`config.mk`:
```
export PLATFORM = sky130hd
export DESIGN_NAME = hmap_corner
export DESIGN_NICKNAME = d
export VERILOG_FILES = /design/src/rtl/core/hmap_pkg.sv /design/src/rtl/core/hmap_corner.sv
export SDC_FILE = /design/constraint.sdc
export NUM_CORES = 1
export LEC_CHECK = 0
export ABC_AREA = 1
export BUFFER_PORTS_ARGS = -buffer_cell sky130_fd_sc_hd__buf_4
export CAP_MARGIN = 40
export CELL_PAD_IN_SITES_DETAIL_PLACEMENT = 0
export CELL_PAD_IN_SITES_GLOBAL_PLACEMENT = 1
export CORE_MARGIN = 2
export CORE_UTILIZATION = 20
export DETAILED_ROUTE_END_ITERATION = 12
export PLACE_DENSITY = 0.79
export SLEW_MARGIN = 20
export SYNTH_ARGS = -nofsm -noshare
export SYNTH_HDL_FRONTEND = slang
export SYNTH_SLANG_ARGS = --single-unit
```
`constraint.sdc`:
```
create_clock -name clock -period 1.1 [get_ports clock]
set_input_delay 0.055 -clock clock [delete_from_list [all_inputs] [get_ports clock]]
set_output_delay 0.055 -clock clock [all_outputs]
set_load 0.01 [all_outputs]
```
`src/rtl/core/hmap_pkg.sv`:
```
// Shared constants for the chunked heightmap bilinear sampler.
// No dependencies. Every other file in rtl/core but hmap_bank uses it.
package hmap_pkg;

   // Default values of the top level parameters
   localparam int CHUNKS_PER_SIDE   = 4;
   localparam int TILES_PER_CHUNK_X = 16;
   localparam int TILES_PER_CHUNK_Y = 16;
   localparam int TILE_SCALE        = 2;
   localparam int HEIGHT_BITS       = 16;

   // Fixed field widths
   localparam int POS_W       = 24;  // Q15.8 position
   localparam int HGT_W       = 16;  // Q7.8 height
   localparam int FRAC_W      = 8;
   localparam int GRID_W      = POS_W - FRAC_W;
   localparam int REL_W       = GRID_W + 2;
   localparam int WIN_W       = 10;
   localparam int CHUNK_SEL_W = 2;
   localparam int VTX_W       = 9;
   localparam int CSR_IDX_W   = 2;

   // Result queue depth; covers pipeline latency for full rate
   localparam int RSP_FIFO_DEPTH = 16;

   // Item function codes
   localparam logic FUNC_WRITE  = 1'b0;
   localparam logic FUNC_SAMPLE = 1'b1;

   // Register indexes
   localparam logic [CSR_IDX_W-1:0] REG_WINDOW_X = 2'd0;
   localparam logic [CSR_IDX_W-1:0] REG_WINDOW_Y = 2'd1;

endpackage

```
`src/rtl/core/hmap_corner.sv`:
```
// Window-relative grid coordinate to chunk and local index, one register stage.
// Depends on hmap_pkg.
module hmap_corner #(
   parameter int TILES           = hmap_pkg::TILES_PER_CHUNK_X,
   parameter int CHUNKS_PER_SIDE = hmap_pkg::CHUNKS_PER_SIDE,
   localparam int CW = (CHUNKS_PER_SIDE > 1) ? $clog2(CHUNKS_PER_SIDE) : 1,
   localparam int LW = $clog2(TILES)
) (
   input  logic                              clock,
   input  logic signed [hmap_pkg::REL_W-1:0] rel,
   output logic                              ok_ff,
   output logic [CW-1:0]                     chunk_ff,
   output logic [LW-1:0]                     loc_ff
);
   localparam int RW   = hmap_pkg::REL_W;
   localparam int SPAN = CHUNKS_PER_SIDE * TILES;

   logic [RW-1:0] rel_u;
   logic          ok_in;
   logic [CW-1:0] chunk_in;
   logic [LW-1:0] loc_in;

   always_comb begin
      rel_u    = rel;
      ok_in    = !rel_u[RW-1] && (rel_u < RW'(SPAN));
      chunk_in = '0;
      for (int k = 1; k < CHUNKS_PER_SIDE; k++) begin
         if (rel_u >= RW'(k * TILES)) chunk_in = chunk_in + 1'b1;
      end
      loc_in = LW'(rel_u - RW'(chunk_in) * RW'(TILES));
   end

   always_ff @(posedge clock) begin
      ok_ff    <= ok_in;
      chunk_ff <= chunk_in;
      loc_ff   <= loc_in;
   end
endmodule

```
==> results.md <==
- Crit path capture type: flop
- WP data arrival: around 1.0 ns
- Routability congestion estimate: 0.685
- Final Cycle Share: 80.7%
- Multi-input logic area: between 150 and 200 sq um
- Layout cells sized above 1: roughly 55%
- Fill count: approximately 160
- Worst-margin pin slew: between 0.15 and 0.2 ns
- GRT Util Overall: 9.93%
- Worst min path class: in2reg
- Slew headroom: ~87%
- Vias after detailed routing: 338
- Drt via density: roughly 3.8
- Total core area: between 0.001 and 0.0015 sq mm
- Total congestion overflow: 0
- Post-detail-place hpwl: just under 600 microns
- Power Dens Cells: approximately 960 mW/mm^2
- CTS tree: built
- Drt total wl: ~710 microns
- Syn. warnings: 0
- Clk root buf: clkbuf_4
- Critical Path RT: 1.24 ns
- Routed len/inst: roughly 8 microns
- FMAX: about 1.1 GHz
- Initial Util: 21.0%
- Vias in the first global route: ~350
- Share of the synthesized area in the top cell type: 45.3%
- DRC viols: 0
- Hold Slack: about 0.09 ns
- Die W: approximately 43 microns
- ANT cells: 0
- Post-CTS sizing: 0
- First-pass GRT wire length: approximately 1.3 mm
- Static leakage: roughly 0.31 nW
- Critical path class: in2reg
- Most frequent cells in the layout: 28 x buf_4, 7 x nand2_1, 7 x dfxtp_1, 5 x nor2_1, 4 x dlygate4sd3_1
- Cells after Synth: 37
- Initial antenna violation count: 0
- Final Slew Violations: 0
- Htree depth: 1
- Yosys reg bits: 7
- Die height: around 43 microns
- CP Launch Type: input port
- Top cells by area, synth: dfxtp_1 45%, nand2_1 8.5%, ha_1 8.1%
- Netlist cell types: 13
- CTS Buf Count: 3
- Area of the mapped netlist: about 300 sq um
- RSZ-0062 raised after global routing: no
- Area grow syn2layout: 96.0%
- First DRT Iteration DRCs: 2
- Syn Nets: 58
- Post-Syn Area per Cell: approximately 8.4 sq um
- First-pass DRT Iterations: 4
- Clock Path Buffers: 2
- Largest area contributor in the netlist: dfxtp_1
- Sequential element share of the synthesized area: roughly 45%
- Most common cell after layout, fill and taps aside: buf_4
- Placement Rows: 14
- Max VDD drop: 0.000252 V
- Register area: 140 sq um
- Period minus WS final: 0.888 ns
- Worst Path Max Fanout: 3
- Max-cap violation count: 0
- # port buffers: 25
- Ports: 26
- Fin nets: 95
- Largest net degree at the start of global routing: 5
- Clock-pin slew on the worst setup and hold paths: roughly 0.05 ns
- Power, Total: around 0.58 mW
- Final ANT Viol Nets: 0
- Outcome: finished, final reports clean
- Clk sink count: 7
- Area of the die: between 0.0015 and 0.002 sq mm
- Final Setup Violations: 0
- Final hold viol count: 0
-- power breakdown --
group | leakage [nW] | internal, mW | total [mW] | switching [mW]
sequential | 0.0580 | 0.262 | 0.264 | 0.00215
clock | 0.0150 | 0.138 | 0.222 | 0.0838
combinational | 0.240 | 0.0651 | 0.0948 | 0.0297
-- stage by stage --
stage                     TNS, ns  cells  setup WS (ns)  util, %  instance area (sq um)
after floorplan                 0     37         0.0968        -                    309
after global placement    -0.0297     81        -0.0297     36.6                    539
after CTS                       0     89          0.202     41.2                    606
final                           0     89          0.212     41.2                    606
after global routing            0     89         0.0723     41.2                    606
after detailed placement  -0.0827     81        -0.0630     36.6                    539
-- what timing repair did --
item / 4_1_cts / 5_1_grt
hold endpoints to repair: 4 / 0
hold buffers: 4 / 0
buffers inserted: 0 / 0
setup endpoints to repair: 0 / 0
-- path summary, 6_finish.rpt --
path | from | end | slack (ns) | cells past startpoint
worst max-delay path | rel[15] | chunk_ff[0] | 0.21 | 9
worst min-delay path | rel[10] | ok_ff | 0.09 | 4
-- flip-flops by register name, summed over array words and instances, names as in the netlist --
signal    count
chunk_ff      2
loc_ff        4
ok_ff         1
-- layer usage --
| metal | track usage [%] | up-vias | part of all wire [%] | wire, microns |
|---|---|---|---|---|
| met3 | 4.68 | 2 | 12 | 87 |
| met5 | 0 | - | 0 | 0 |
| li1 | - | 182 | - | - |
| met2 | 17.0 | 15 | 53 | 373 |
| met1 | 9.02 | 139 | 34 | 243 |
| met4 | 7.27 | 0 | 0.85 | 6 |
-- worst max-delay path, cell delays in order --
cell and delay, ns:
buf_4 0.11, nor2_2 0.10, nand2_2 0.08, nor2_4 0.14, nand2_4 0.07, nor2_4 0.10
ha_1 0.25, nand3_1 0.08, nand2_1 0.05
-- cell type report --
cell class | instances | area share (%)
repair buffers | 32 | 41.3
multi-input cells | 25 | 24.8
flip-flops and latches | 7 | 23.1
clock buffers | 4 | 4.34
well taps | 16 | 3.31
inverters | 5 | 3.10
-- cell usage after synthesis --
cell type and number:
dfxtp_1 7, nand2_1 7, nor2_1 5, inv_1 3, nor2_2 3, ha_1 2
nand2_2 2, nand3_1 2, nor2_4 2, clkinv_1 1, inv_2 1, nand2_4 1
nor3_1 1
-- cells by family (layout without fill, tap and decap cells) --
logic type               Yosys count  in the layout  synth area share (%)
buffers and inverters              5             41                  6.07
AND/OR/NAND/NOR                   23             23                  40.5
adder cells (fa/ha/maj)            2              2                  8.10
flip-flops                         7              7                  45.3
Power figures use the tool's default switching activity.
