--- src/rtl/core/hmap_pkg.sv ---
// Shared constants for the chunked heightmap bilinear sampler.
// No dependencies. Every other file in rtl/core but hmap_bank uses it.
package hmap_pkg;

   // Default values of the top level parameters
   localparam int CHUNKS_PER_SIDE   = 4;
   localparam int TILES_PER_CHUNK_X = 16;
   localparam int TILES_PER_CHUNK_Y = 16;
   localparam int TILE_SCALE        = 2;
   localparam int HEIGHT_BITS       = 16;

   // Fixed field widths
   localparam int POS_W       = 24;  // Q15.8 position
   localparam int HGT_W       = 16;  // Q7.8 height
   localparam int FRAC_W      = 8;
   localparam int GRID_W      = POS_W - FRAC_W;
   localparam int REL_W       = GRID_W + 2;
   localparam int WIN_W       = 10;
   localparam int CHUNK_SEL_W = 2;
   localparam int VTX_W       = 9;
   localparam int CSR_IDX_W   = 2;

   // Result queue depth; covers pipeline latency for full rate
   localparam int RSP_FIFO_DEPTH = 16;

   // Item function codes
   localparam logic FUNC_WRITE  = 1'b0;
   localparam logic FUNC_SAMPLE = 1'b1;

   // Register indexes
   localparam logic [CSR_IDX_W-1:0] REG_WINDOW_X = 2'd0;
   localparam logic [CSR_IDX_W-1:0] REG_WINDOW_Y = 2'd1;

endpackage

--- src/rtl/core/hmap_axis.sv ---
// One axis of position split: floor(pos / TILE_SCALE) as grid corner and fraction.
// Two register stages. Depends on hmap_pkg.
module hmap_axis #(
   parameter int TILE_SCALE = hmap_pkg::TILE_SCALE
) (
   input  logic                               clock,
   input  logic signed [hmap_pkg::POS_W-1:0]  pos,
   output logic signed [hmap_pkg::GRID_W-1:0] grid_ff,
   output logic [hmap_pkg::FRAC_W-1:0]        frac_ff
);
   localparam int UW = hmap_pkg::POS_W + $clog2(TILE_SCALE) + 1;
   localparam int PW = UW + 33;
   localparam logic [UW-1:0] OFFSET = UW'(TILE_SCALE) << (hmap_pkg::POS_W - 1);
   localparam logic [UW-1:0] HALF   = UW'(1) << (hmap_pkg::POS_W - 1);
   localparam logic [32:0]   RECIP  = 33'((64'd1 << 32) / TILE_SCALE);

   logic [UW-1:0] u_in, u_ff, q, r, qc, fl;
   logic [PW-1:0] prod_in, prod_ff;
   logic signed [hmap_pkg::GRID_W-1:0] grid_in;
   logic [hmap_pkg::FRAC_W-1:0]        frac_in;

   // biased to non-negative so the reciprocal multiply floors correctly
   always_comb begin
      u_in    = UW'(pos) + OFFSET;
      prod_in = PW'(u_in) * PW'(RECIP);
   end

   always_ff @(posedge clock) begin
      u_ff    <= u_in;
      prod_ff <= prod_in;
   end

   // quotient estimate is low by at most one
   always_comb begin
      q       = UW'(prod_ff[PW-1:32]);
      r       = u_ff - q * UW'(TILE_SCALE);
      qc      = q + UW'(r >= UW'(TILE_SCALE));
      fl      = qc - HALF;
      grid_in = fl[hmap_pkg::POS_W-1:hmap_pkg::FRAC_W];
      frac_in = fl[hmap_pkg::FRAC_W-1:0];
   end

   always_ff @(posedge clock) begin
      grid_ff <= grid_in;
      frac_ff <= frac_in;
   end
endmodule

--- config.mk ---
export PLATFORM = sky130hd
export DESIGN_NAME = hmap_axis
export DESIGN_NICKNAME = d
export VERILOG_FILES = /design/src/rtl/core/hmap_pkg.sv /design/src/rtl/core/hmap_axis.sv
export SDC_FILE = /design/constraint.sdc
export NUM_CORES = 1
export LEC_CHECK = 0
export BUFFER_PORTS_ARGS = -buffer_cell sky130_fd_sc_hd__buf_2
export CORE_MARGIN = 2
export CORE_UTILIZATION = 41
export DETAILED_ROUTE_END_ITERATION = 6
export MAX_ROUTING_LAYER = met4
export PLACE_DENSITY = 0.82
export RECOVER_POWER = 50
export SETUP_SLACK_MARGIN = 0.05
export SLEW_MARGIN = 20
export SYNTH_ARGS = -nofsm -noshare
export SYNTH_HDL_FRONTEND = slang
export SYNTH_SLANG_ARGS = --single-unit
--- constraint.sdc ---
create_clock -name clock -period 0.8 [get_ports clock]
set_input_delay 0.16 -clock clock [delete_from_list [all_inputs] [get_ports clock]]
set_output_delay 0.16 -clock clock [all_outputs]
set_load 0.02 [all_outputs]
==> flow_summary.toml <==
[floorplan]
die_w_um = 52.6
initial_core_util = 0.434
die_area_um2 = 2770
dieHeight_um = 52.6
std_cell_rows = 17
io-pin-count = 49
coreArea_um2 = 2230

[detailed_routing]
wire_per_inst_um = 13.4
ant_nets = 0
first_pass_iters = 4
drc = 0
viasPerCell = 3.99
drtIter0Drc = 12
finalWirelength_um = 2080
vias = 623

[layout]
comb.multi_input.count = 0
area_growth_syn_to_layout_pct = 76.4
post_route_cells_drive_above_1_share = 0.602
num_antenna_cells = 0
nets = 152
fillers = 122
multi_input_comb_area_um2 = 0
final_area_um2 = 1710
final_cells = 156
final_core_util = 0.765

[power]
irDropWorstVdd_v = 0.00211
intPower_mw = 3.19
design_power_total_mw = 4.03
power_frac_clock = 0.269
seqPwrFrac = 0.639
p_switching_uw = 841
leakagePower_nw = 0.780
p_per_area_nw_per_um2 = 2360
p_sw_frac = 0.208
pwr-share-comb = 0.092

[synth]
syn_area_um2 = 968
synth_ff_type = "dfxtp_1"
synth_nets = 75
synthTopCellsByArea = "dfxtp_1 99%, inv_1 0.78%"
synth_top_area_frac = 0.992
synth_edf_count = 0
yosysTopAreaCell = "dfxtp_1"
synth.yosys.warnings = 0
synth_cells = 50
async_reset_ff_frac = 0
avgSynthCellArea_um2 = 19.4
ys_ff_latch = 48
ys_types = 2
ys_seq_area_frac = 0.992
yosysMostFrequentCell = "dfxtp_1"
synth_commonest_cells = "48 x dfxtp_1, 2 x inv_1"

[cts]
path_clk_slew_ns = 0.12
cts.sinks = 48
clock_latency_ns = 0.34
post-cts-setup-buffers = 0
cts_buffer_depth = 2
cts_made_buffers = 5
cts_tree = "built"
h-tree-depth = 2
clockRootBuffer = "clkbuf_4"

[sta]
fin_crit_sh = 1.22
setup_viol = 24
skew_ns = 0.00489
report.final.slew_viol_count = 0
layout_min_cycle_time_ns = 0.974
worst_pin_slew_ns = 0.123
hold_viol = 0
fin_tns_setup_ns = -3.66
relSlewSlack = 0.918
fin_ws_ns = -0.174
fmax_mhz = 1030
rsz0062_at_grt = "true"

[place]
postPlaceCellArea_um2 = 1240
gp_congestion = 0.672
dp_cells = 125
port_buffers = 47

[global_routing]
grt_pass1_wl_um = 3190
grt_antenna_before_repair = 0
gr-usage-met2 = 0.310
grt_most_used_layer = "met2"
grt_pass1_vias = 698
grt_max_degree = 14
grt_use_met3 = 0.0657
overflow = 0
gr-usage-met1 = 0.184
grt.total_usage = 0.182

[critical_path]
path_delay_family = "flip-flops"
cp_slowest_cell = "dfxtp_2"
crit_fanout = 1
path_cells = "buf_6"
end_kind = "output port"
crit_type = "flip-flop to output port"
crit_required_ns = 0.64
start_kind = "flip-flop"
worst-path-buf-inv = 1
cp.arrival_ns = 0.81
max_stage_delay_ns = 0.36

[worst_hold_path]
hp-class = "flip-flop to flip-flop"

[run]
maxCapViolCount = 0

[run_status]
failed_checks = "setup timing"
status = "finished with violations"
[stage by stage]
step | setup slack, ns | hold slack, ns
after floorplan | 0.245 | 0.188
after global placement | 0.201 | 0.262
after detailed placement | 0.192 | 0.264
after CTS | -0.186 | 0.328
after global routing | -0.217 | 0.338
final | -0.174 | 0.331
[power by group through the flow]
stage | logic [mW] | registers (mW) | clock network (mW)
2_1_floorplan | 0.00142 | 2.68 | 0
5_1_grt | 0.389 | 2.59 | 1.25
4_1_cts | 0.360 | 2.57 | 1.11
3_5_place_dp | 0.201 | 2.60 | 0
3_3_place_gp | 0.198 | 2.59 | 0
6_report | 0.370 | 2.58 | 1.09
[layout by cell type, fill, tap and decap left out]
cell | synthesis | layout
buf_2 | 0 | 23
buf_6 | 0 | 24
clkbuf_1 | 0 | 2
clkbuf_4 | 0 | 5
clkbuf_8 | 0 | 1
dfxtp_1 | 48 | 24
dfxtp_2 | 0 | 24
dlygate4sd3_1 | 0 | 23
inv_1 | 2 | 2
[cell type report]
type | instances | area (um2) | area share
Sequential cell | 48 | 991 | 0.580
Tap cell | 28 | 35.0 | 0.0205
Inverter | 2 | 7.51 | 0.00440
Clock buffer | 8 | 58.8 | 0.0344
Timing Repair Buffer | 70 | 616 | 0.360
[path summary, 6_finish.rpt]
| kind | startpoint | end | slack [ns] | cells after the start |
|---|---|---|---|---|
| setup / recovery | grid_ff[0]$_DFF_P_ | grid_ff[0] | -0.17 | 1 |
| hold / removal | prod_ff[50]$_DFF_P_ | grid_ff[10]$_DFF_P_ | 0.33 | 0 |
| setup reg to reg | prod_ff[55]$_DFF_P_ | grid_ff[15]$_DFF_P_ | 0.36 | 1 |
| hold reg to reg | prod_ff[50]$_DFF_P_ | grid_ff[10]$_DFF_P_ | 0.33 | 0 |
[metal layers]
layer	vias up	part of all wire	wire (um)
met3	4	0.063	131
li1	304	-	-
met1	276	0.39	812
met2	39	0.53	1110
met4	0	0.016	34
met5	-	0	0
[cells by family after synthesis]
group / after synthesis / synth area share
DFF: 48 / 0.992
buffers and inverters: 2 / 0.00775
[timing repair]
item	CTS	global route
hold buffers	23	0
resized for setup	72	0
setup endpoints to repair	24	24
hold endpoints to repair	24	0
[state kept, by name, indices dropped and copies added (netlist names)]
signal	count
grid_ff	16
prod_ff	24
frac_ff	8
No activity file was read; power rests on OpenSTA's default activity.
