**src/rtl/core/hmap_pkg.sv**
```systemverilog
// Shared constants for the chunked heightmap bilinear sampler.
// No dependencies. Every other file in rtl/core but hmap_bank uses it.
package hmap_pkg;

   // Default values of the top level parameters
   localparam int CHUNKS_PER_SIDE   = 4;
   localparam int TILES_PER_CHUNK_X = 16;
   localparam int TILES_PER_CHUNK_Y = 16;
   localparam int TILE_SCALE        = 2;
   localparam int HEIGHT_BITS       = 16;

   // Fixed field widths
   localparam int POS_W       = 24;  // Q15.8 position
   localparam int HGT_W       = 16;  // Q7.8 height
   localparam int FRAC_W      = 8;
   localparam int GRID_W      = POS_W - FRAC_W;
   localparam int REL_W       = GRID_W + 2;
   localparam int WIN_W       = 10;
   localparam int CHUNK_SEL_W = 2;
   localparam int VTX_W       = 9;
   localparam int CSR_IDX_W   = 2;

   // Result queue depth; covers pipeline latency for full rate
   localparam int RSP_FIFO_DEPTH = 16;

   // Item function codes
   localparam logic FUNC_WRITE  = 1'b0;
   localparam logic FUNC_SAMPLE = 1'b1;

   // Register indexes
   localparam logic [CSR_IDX_W-1:0] REG_WINDOW_X = 2'd0;
   localparam logic [CSR_IDX_W-1:0] REG_WINDOW_Y = 2'd1;

endpackage

```
**src/rtl/core/hmap_rsp_fifo.sv**
```systemverilog
// Result queue between the sample pipeline and the response channel.
// Depends on hmap_pkg.
module hmap_rsp_fifo #(
   parameter int DEPTH = hmap_pkg::RSP_FIFO_DEPTH,
   localparam int AW   = $clog2(DEPTH),
   localparam int CNTW = $clog2(DEPTH + 1)
) (
   input  logic                              clock,
   input  logic                              reset,
   input  logic                              push,
   input  logic signed [hmap_pkg::HGT_W-1:0] din,
   input  logic                              pop,
   output logic                              nonempty,
   output logic signed [hmap_pkg::HGT_W-1:0] dout,
   output logic [CNTW-1:0]                   count_ff
);
   logic signed [hmap_pkg::HGT_W-1:0] mem [DEPTH];
   logic [AW-1:0]   wr_ptr_ff, rd_ptr_ff, wr_ptr_in, rd_ptr_in;
   logic [CNTW-1:0] count_in;

   always_comb begin
      wr_ptr_in = wr_ptr_ff;
      rd_ptr_in = rd_ptr_ff;
      if (push) wr_ptr_in = (wr_ptr_ff == AW'(DEPTH - 1)) ? '0 : wr_ptr_ff + 1'b1;
      if (pop)  rd_ptr_in = (rd_ptr_ff == AW'(DEPTH - 1)) ? '0 : rd_ptr_ff + 1'b1;
      count_in = count_ff + CNTW'(push) - CNTW'(pop);
   end

   always_ff @(posedge clock) begin
      if (reset) begin
         wr_ptr_ff <= '0;
         rd_ptr_ff <= '0;
         count_ff  <= '0;
      end else begin
         wr_ptr_ff <= wr_ptr_in;
         rd_ptr_ff <= rd_ptr_in;
         count_ff  <= count_in;
      end
   end

   always_ff @(posedge clock) begin
      if (push) mem[wr_ptr_ff] <= din;
   end

   assign nonempty = (count_ff != '0);
   assign dout     = mem[rd_ptr_ff];
endmodule

```
**config.mk**
```make
export PLATFORM = sky130hd
export DESIGN_NAME = hmap_rsp_fifo
export DESIGN_NICKNAME = d
export VERILOG_FILES = /design/src/rtl/core/hmap_pkg.sv /design/src/rtl/core/hmap_rsp_fifo.sv
export SDC_FILE = /design/constraint.sdc
export NUM_CORES = 1
export LEC_CHECK = 0
export BUFFER_PORTS_ARGS = -buffer_cell sky130_fd_sc_hd__buf_2
export CAP_MARGIN = 15
export CORE_MARGIN = 1.5
export CORE_UTILIZATION = 34
export DETAILED_ROUTE_END_ITERATION = 7
export SLEW_MARGIN = 20
export SYNTH_ARGS = -nofsm -noshare
export SYNTH_HDL_FRONTEND = slang
export SYNTH_SLANG_ARGS = --single-unit
```
**constraint.sdc**
```tcl
create_clock -name clock -period 2.2 [get_ports clock]
set_input_delay 0.44 -clock clock [delete_from_list [all_inputs] [get_ports clock]]
set_output_delay 0.44 -clock clock [all_outputs]
set_load 0.01 [all_outputs]
```
==> summary.md <==
| Metric | Value |
|---|---|
| Outcome | finished, violations left |
| Violated checks | negative setup slack |
| Synthesis Warnings | 0 |
| Register area | 0.00803 mm2 |
| Global route hottest layer | met2 |
| Maximum vdd ir drop | 0.549 mV |
| Max Fclk | ~380 MHz |
| Pin count of the biggest net entering global routing | 35 |
| DRT Wirelength | about 23000 um |
| Final period util | 119% |
| Worst hold path depth | 2 |
| Synth unique cells | 34 |
| Sink Count | 273 |
| Met3 GRT Util | 2.78% |
| Hold Path End | count_ff[1] |
| Critical Path Source Type | register |
| Power, Total | 0.0112 W |
| Static Leakage | 4.06 nW |
| Global routing usage on met1 | 20.4% |
| Global-route congestion overflow total | 0 |
| Flip-flop and latch count after synthesis | 273 |
| Met2 track demand over resource in global routing | around a quarter |
| Required time at the endpoint of the critical path | 1760 ps |
| Diodes inserted | 0 |
| Arrival time worst endpoint | 2180 ps |
| Share of layout cells above drive strength 1 | 33.3% |
| Max-slew headroom at the worst pin | 52.0% |
| Setup WS post-layout | -418 ps |
| Slowest-stage cell, CP | sky130_fd_sc_hd__mux4_2 |
| Syn avg cell area | 21.2 um2 |
| Clk_skew | roughly 17 ps |
| Clock Tree Buf Depth | 3 |
| Measured slew at the worst slew-check pin | 719 ps |
| Hold/Removal Path Class | input pin to register |
| Worst-path clk slew | 60 ps |
| Starting utilization of the core area | around a third |
| Post-Syn Area | 0.0106 mm2 |
| Total clock buffers created by CTS | 27 |
| Horizontal die dimension | 179 um |
| Count of mapped cells out of synthesis | around 500 |
| Launch instance of the worst register-to-register path | count_ff[0] |
| Series of cell instances along the critical path | buf_12 -> buf_12 -> mux4_2 -> a22oi_2 -> nand2_1 -> buf_2 |
| Clock tree from TritonCTS | yes |
| Seq/Total Area, Yosys | 76.0% |
| Global-route wire length before repair | 34000 um |
| CORE AREA | 0.0306 mm2 |
| Max-slew violation count | 0 |
| Area taken by multi-input logic gates | 0.00240 mm2 |
| Fill count | 2711 |
| Average routed wire per standard cell | 23.0 um |
| Most frequent CP cell | sky130_fd_sc_hd__buf_12 |
| # DRC | 0 |
| Vias in the first global route | 5472 |
| Final critical-path required period | 2620 ps |
| Via total after detailed routing | 5119 |
| Type of the setup path with the least slack | register to output port |
| DRT antenna net count | 0 |
| Hold violation total from the final report | 0 |
| Number of cells on the worst reg-to-reg path | 10 |
| Number of top-level pins | 42 |
| Worst hold start | reset |
| Biggest fanout along the worst timing path | 10 |
| Maximum capacitance violations | 0 |
| Total Routing Usage GR | 14.7% |
| Register-to-register setup slack | 280 ps |
| Antenna violations before repair | 2 |
| Number of detailed-routing iterations run before antenna repair | 4 |
| Clock root buffer master | sky130_fd_sc_hd__clkbuf_16 |
| DRT iter0 DRCs | 529 |
| Gp weighted congestion | around 0.76 |
| Area enclosed by the die boundary | about 0.032 mm2 |
| Capture point of the worst reg-to-reg path | count_ff[4] |
| Skew-Pair Late Insertion Delay | roughly 540 ps |
| CTS H-tree lvls | 1 |
| Final-report setup violation count | 16 |
| Post-synthesis to final-layout area growth | 18.8% |
| Cell area power density | 891 mW/mm2 |
| Worst setup EP type | output port |
| Final net count | 615 |
| DPL Wire Length | about 13000 um |
| Crit-path max cell delay | 510 ps |
| Average vias per placed instance | 5.12 |
| Die Span Y | 179 um |
| Sum Neg Setup Slack | -5900 ps |
| Core Rows | 64 |
| Input/output buffers | 41 |
| RSZ-0062 raised after global routing | yes |
| Synthesized Nets | 531 |
[flip-flops by register name, summed over array words and instances (netlist names), named ones only]
register / cells
rd_ptr_ff: 4
mem: 256
count_ff: 5
wr_ptr_ff: 4
[power breakdown]
part	total, W	switching, W	internal [W]
combinational	0.000945	0.000480	0.000465
sequential	0.00582	0.0000557	0.00577
clock	0.00441	0.00186	0.00254
[per-stage QoR]
stage | area, um2 | hold WS (ps) | std cells | utilization (%) | setup slack (ps)
after detailed placement | 11500 | 532 | 944 | 37.6 | -37.8
after global routing | 12500 | 248 | 1000 | 41.0 | -498
after global placement | 11500 | 504 | 944 | 37.6 | 5.87
after CTS | 12500 | 222 | 999 | 40.7 | -459
final | 12500 | 226 | 1000 | 41.0 | -418
after floorplan | 10600 | 473 | 499 | - | 309
[synthesized netlist by cell type]
master	count	area, um2
sky130_fd_sc_hd__nor3b_1	2	15.0
sky130_fd_sc_hd__buf_1	2	7.51
sky130_fd_sc_hd__and3b_1	1	8.76
sky130_fd_sc_hd__a22oi_1	32	240
sky130_fd_sc_hd__mux4_2	54	1220
sky130_fd_sc_hd__xor2_1	3	26.3
sky130_fd_sc_hd__xnor2_1	1	8.76
sky130_fd_sc_hd__fa_1	1	20.0
sky130_fd_sc_hd__dfxtp_1	17	340
sky130_fd_sc_hd__dlygate4sd1_1	1	8.76
sky130_fd_sc_hd__nand2_1	23	86.3
sky130_fd_sc_hd__a21oi_1	6	30.0
sky130_fd_sc_hd__nor2_1	11	41.3
sky130_fd_sc_hd__nor3_1	1	5.00
sky130_fd_sc_hd__inv_1	10	37.5
sky130_fd_sc_hd__o21bai_1	1	7.51
sky130_fd_sc_hd__clkbuf_8	1	13.8
sky130_fd_sc_hd__buf_2	9	45.0
sky130_fd_sc_hd__nor2b_1	5	31.3
sky130_fd_sc_hd__or3_1	1	6.26
sky130_fd_sc_hd__clkbuf_2	1	5.00
sky130_fd_sc_hd__and3_1	1	6.26
sky130_fd_sc_hd__o21ai_0	2	10.0
sky130_fd_sc_hd__mux2_2	2	22.5
sky130_fd_sc_hd__mux4_1	10	263
sky130_fd_sc_hd__mux2i_1	2	20.0
sky130_fd_sc_hd__and2_1	17	106
sky130_fd_sc_hd__edfxtp_1	256	7690
sky130_fd_sc_hd__buf_4	3	22.5
sky130_fd_sc_hd__clkbuf_1	2	7.51
sky130_fd_sc_hd__nand3_1	5	25.0
sky130_fd_sc_hd__ha_1	11	138
sky130_fd_sc_hd__a21o_1	1	7.51
sky130_fd_sc_hd__buf_6	4	45.0
[timing repair]
action,in CTS,in global routing
pin swaps,8,2
gates cloned,1,1
buffers inserted,4,0
gates resized for setup,17,18
hold buffers,0,0
endpoints found under the setup margin,16,16
[worst max-delay path: cells and delay by family, from the launching register on]
| family | cells | cell delay (ps) |
|---|---|---|
| DFF | 1 | 380 |
| muxes | 1 | 510 |
| AOI/OAI and AO/OA | 1 | 210 |
| buffers and inverters | 3 | 450 |
| and+or+nand+nor | 1 | 100 |
[metal layers]
layer | wire, um | part of all wire, %
met5 | 12 | 0.052
met4 | 437 | 1.9
met3 | 1750 | 7.6
met2 | 11100 | 48
met1 | 9720 | 42
[cell families after synthesis]
family | synth area share [%]
flip-flops | 76.0
XOR/XNOR | 0.332
AO/OA/AOI/OAI | 2.80
buffers and inverters | 1.82
AND/OR/NAND/NOR | 3.14
multiplexers | 14.4
adder cells (fa/ha/maj) | 1.49
[layout by cell type (no fill, tap or decap), types with 4 or more instances in the layout]
master,n
sky130_fd_sc_hd__a21oi_1,6
sky130_fd_sc_hd__a22oi_1,13
sky130_fd_sc_hd__a22oi_2,19
sky130_fd_sc_hd__and2_1,17
sky130_fd_sc_hd__buf_12,13
sky130_fd_sc_hd__buf_2,39
sky130_fd_sc_hd__buf_4,19
sky130_fd_sc_hd__buf_6,4
sky130_fd_sc_hd__clkbuf_1,9
sky130_fd_sc_hd__clkbuf_16,28
sky130_fd_sc_hd__clkinv_1,5
sky130_fd_sc_hd__clkinv_2,4
sky130_fd_sc_hd__dfxtp_1,15
sky130_fd_sc_hd__edfxtp_1,256
sky130_fd_sc_hd__ha_1,11
sky130_fd_sc_hd__inv_1,10
sky130_fd_sc_hd__mux4_2,63
sky130_fd_sc_hd__nand2_1,22
sky130_fd_sc_hd__nand3_1,5
sky130_fd_sc_hd__nor2_1,11
sky130_fd_sc_hd__nor2b_1,5
[how the worst max path moves through the flow]
stage              from        to  slack [ps]  cells after the start
5_1_grt        register   dout[8]        -500                      6
4_1_cts        register   dout[8]        -460                      6
2_1_floorplan  register  dout[10]         310                      5
3_5_place_dp   register   dout[3]         -40                      5
3_3_place_gp   register   dout[3]           6                      5
6_report       register   dout[8]        -420                      6
[area by class of cell]
type,count,area share [%]
clock buffer,37,5.77
multi-input combinational,193,19.2
clock inverter,13,1.01
timing repair buffer,78,5.77
sequential,273,64.0
inverter,10,0.299
tap,396,3.95
No activity file was read; power rests on OpenSTA's default activity.
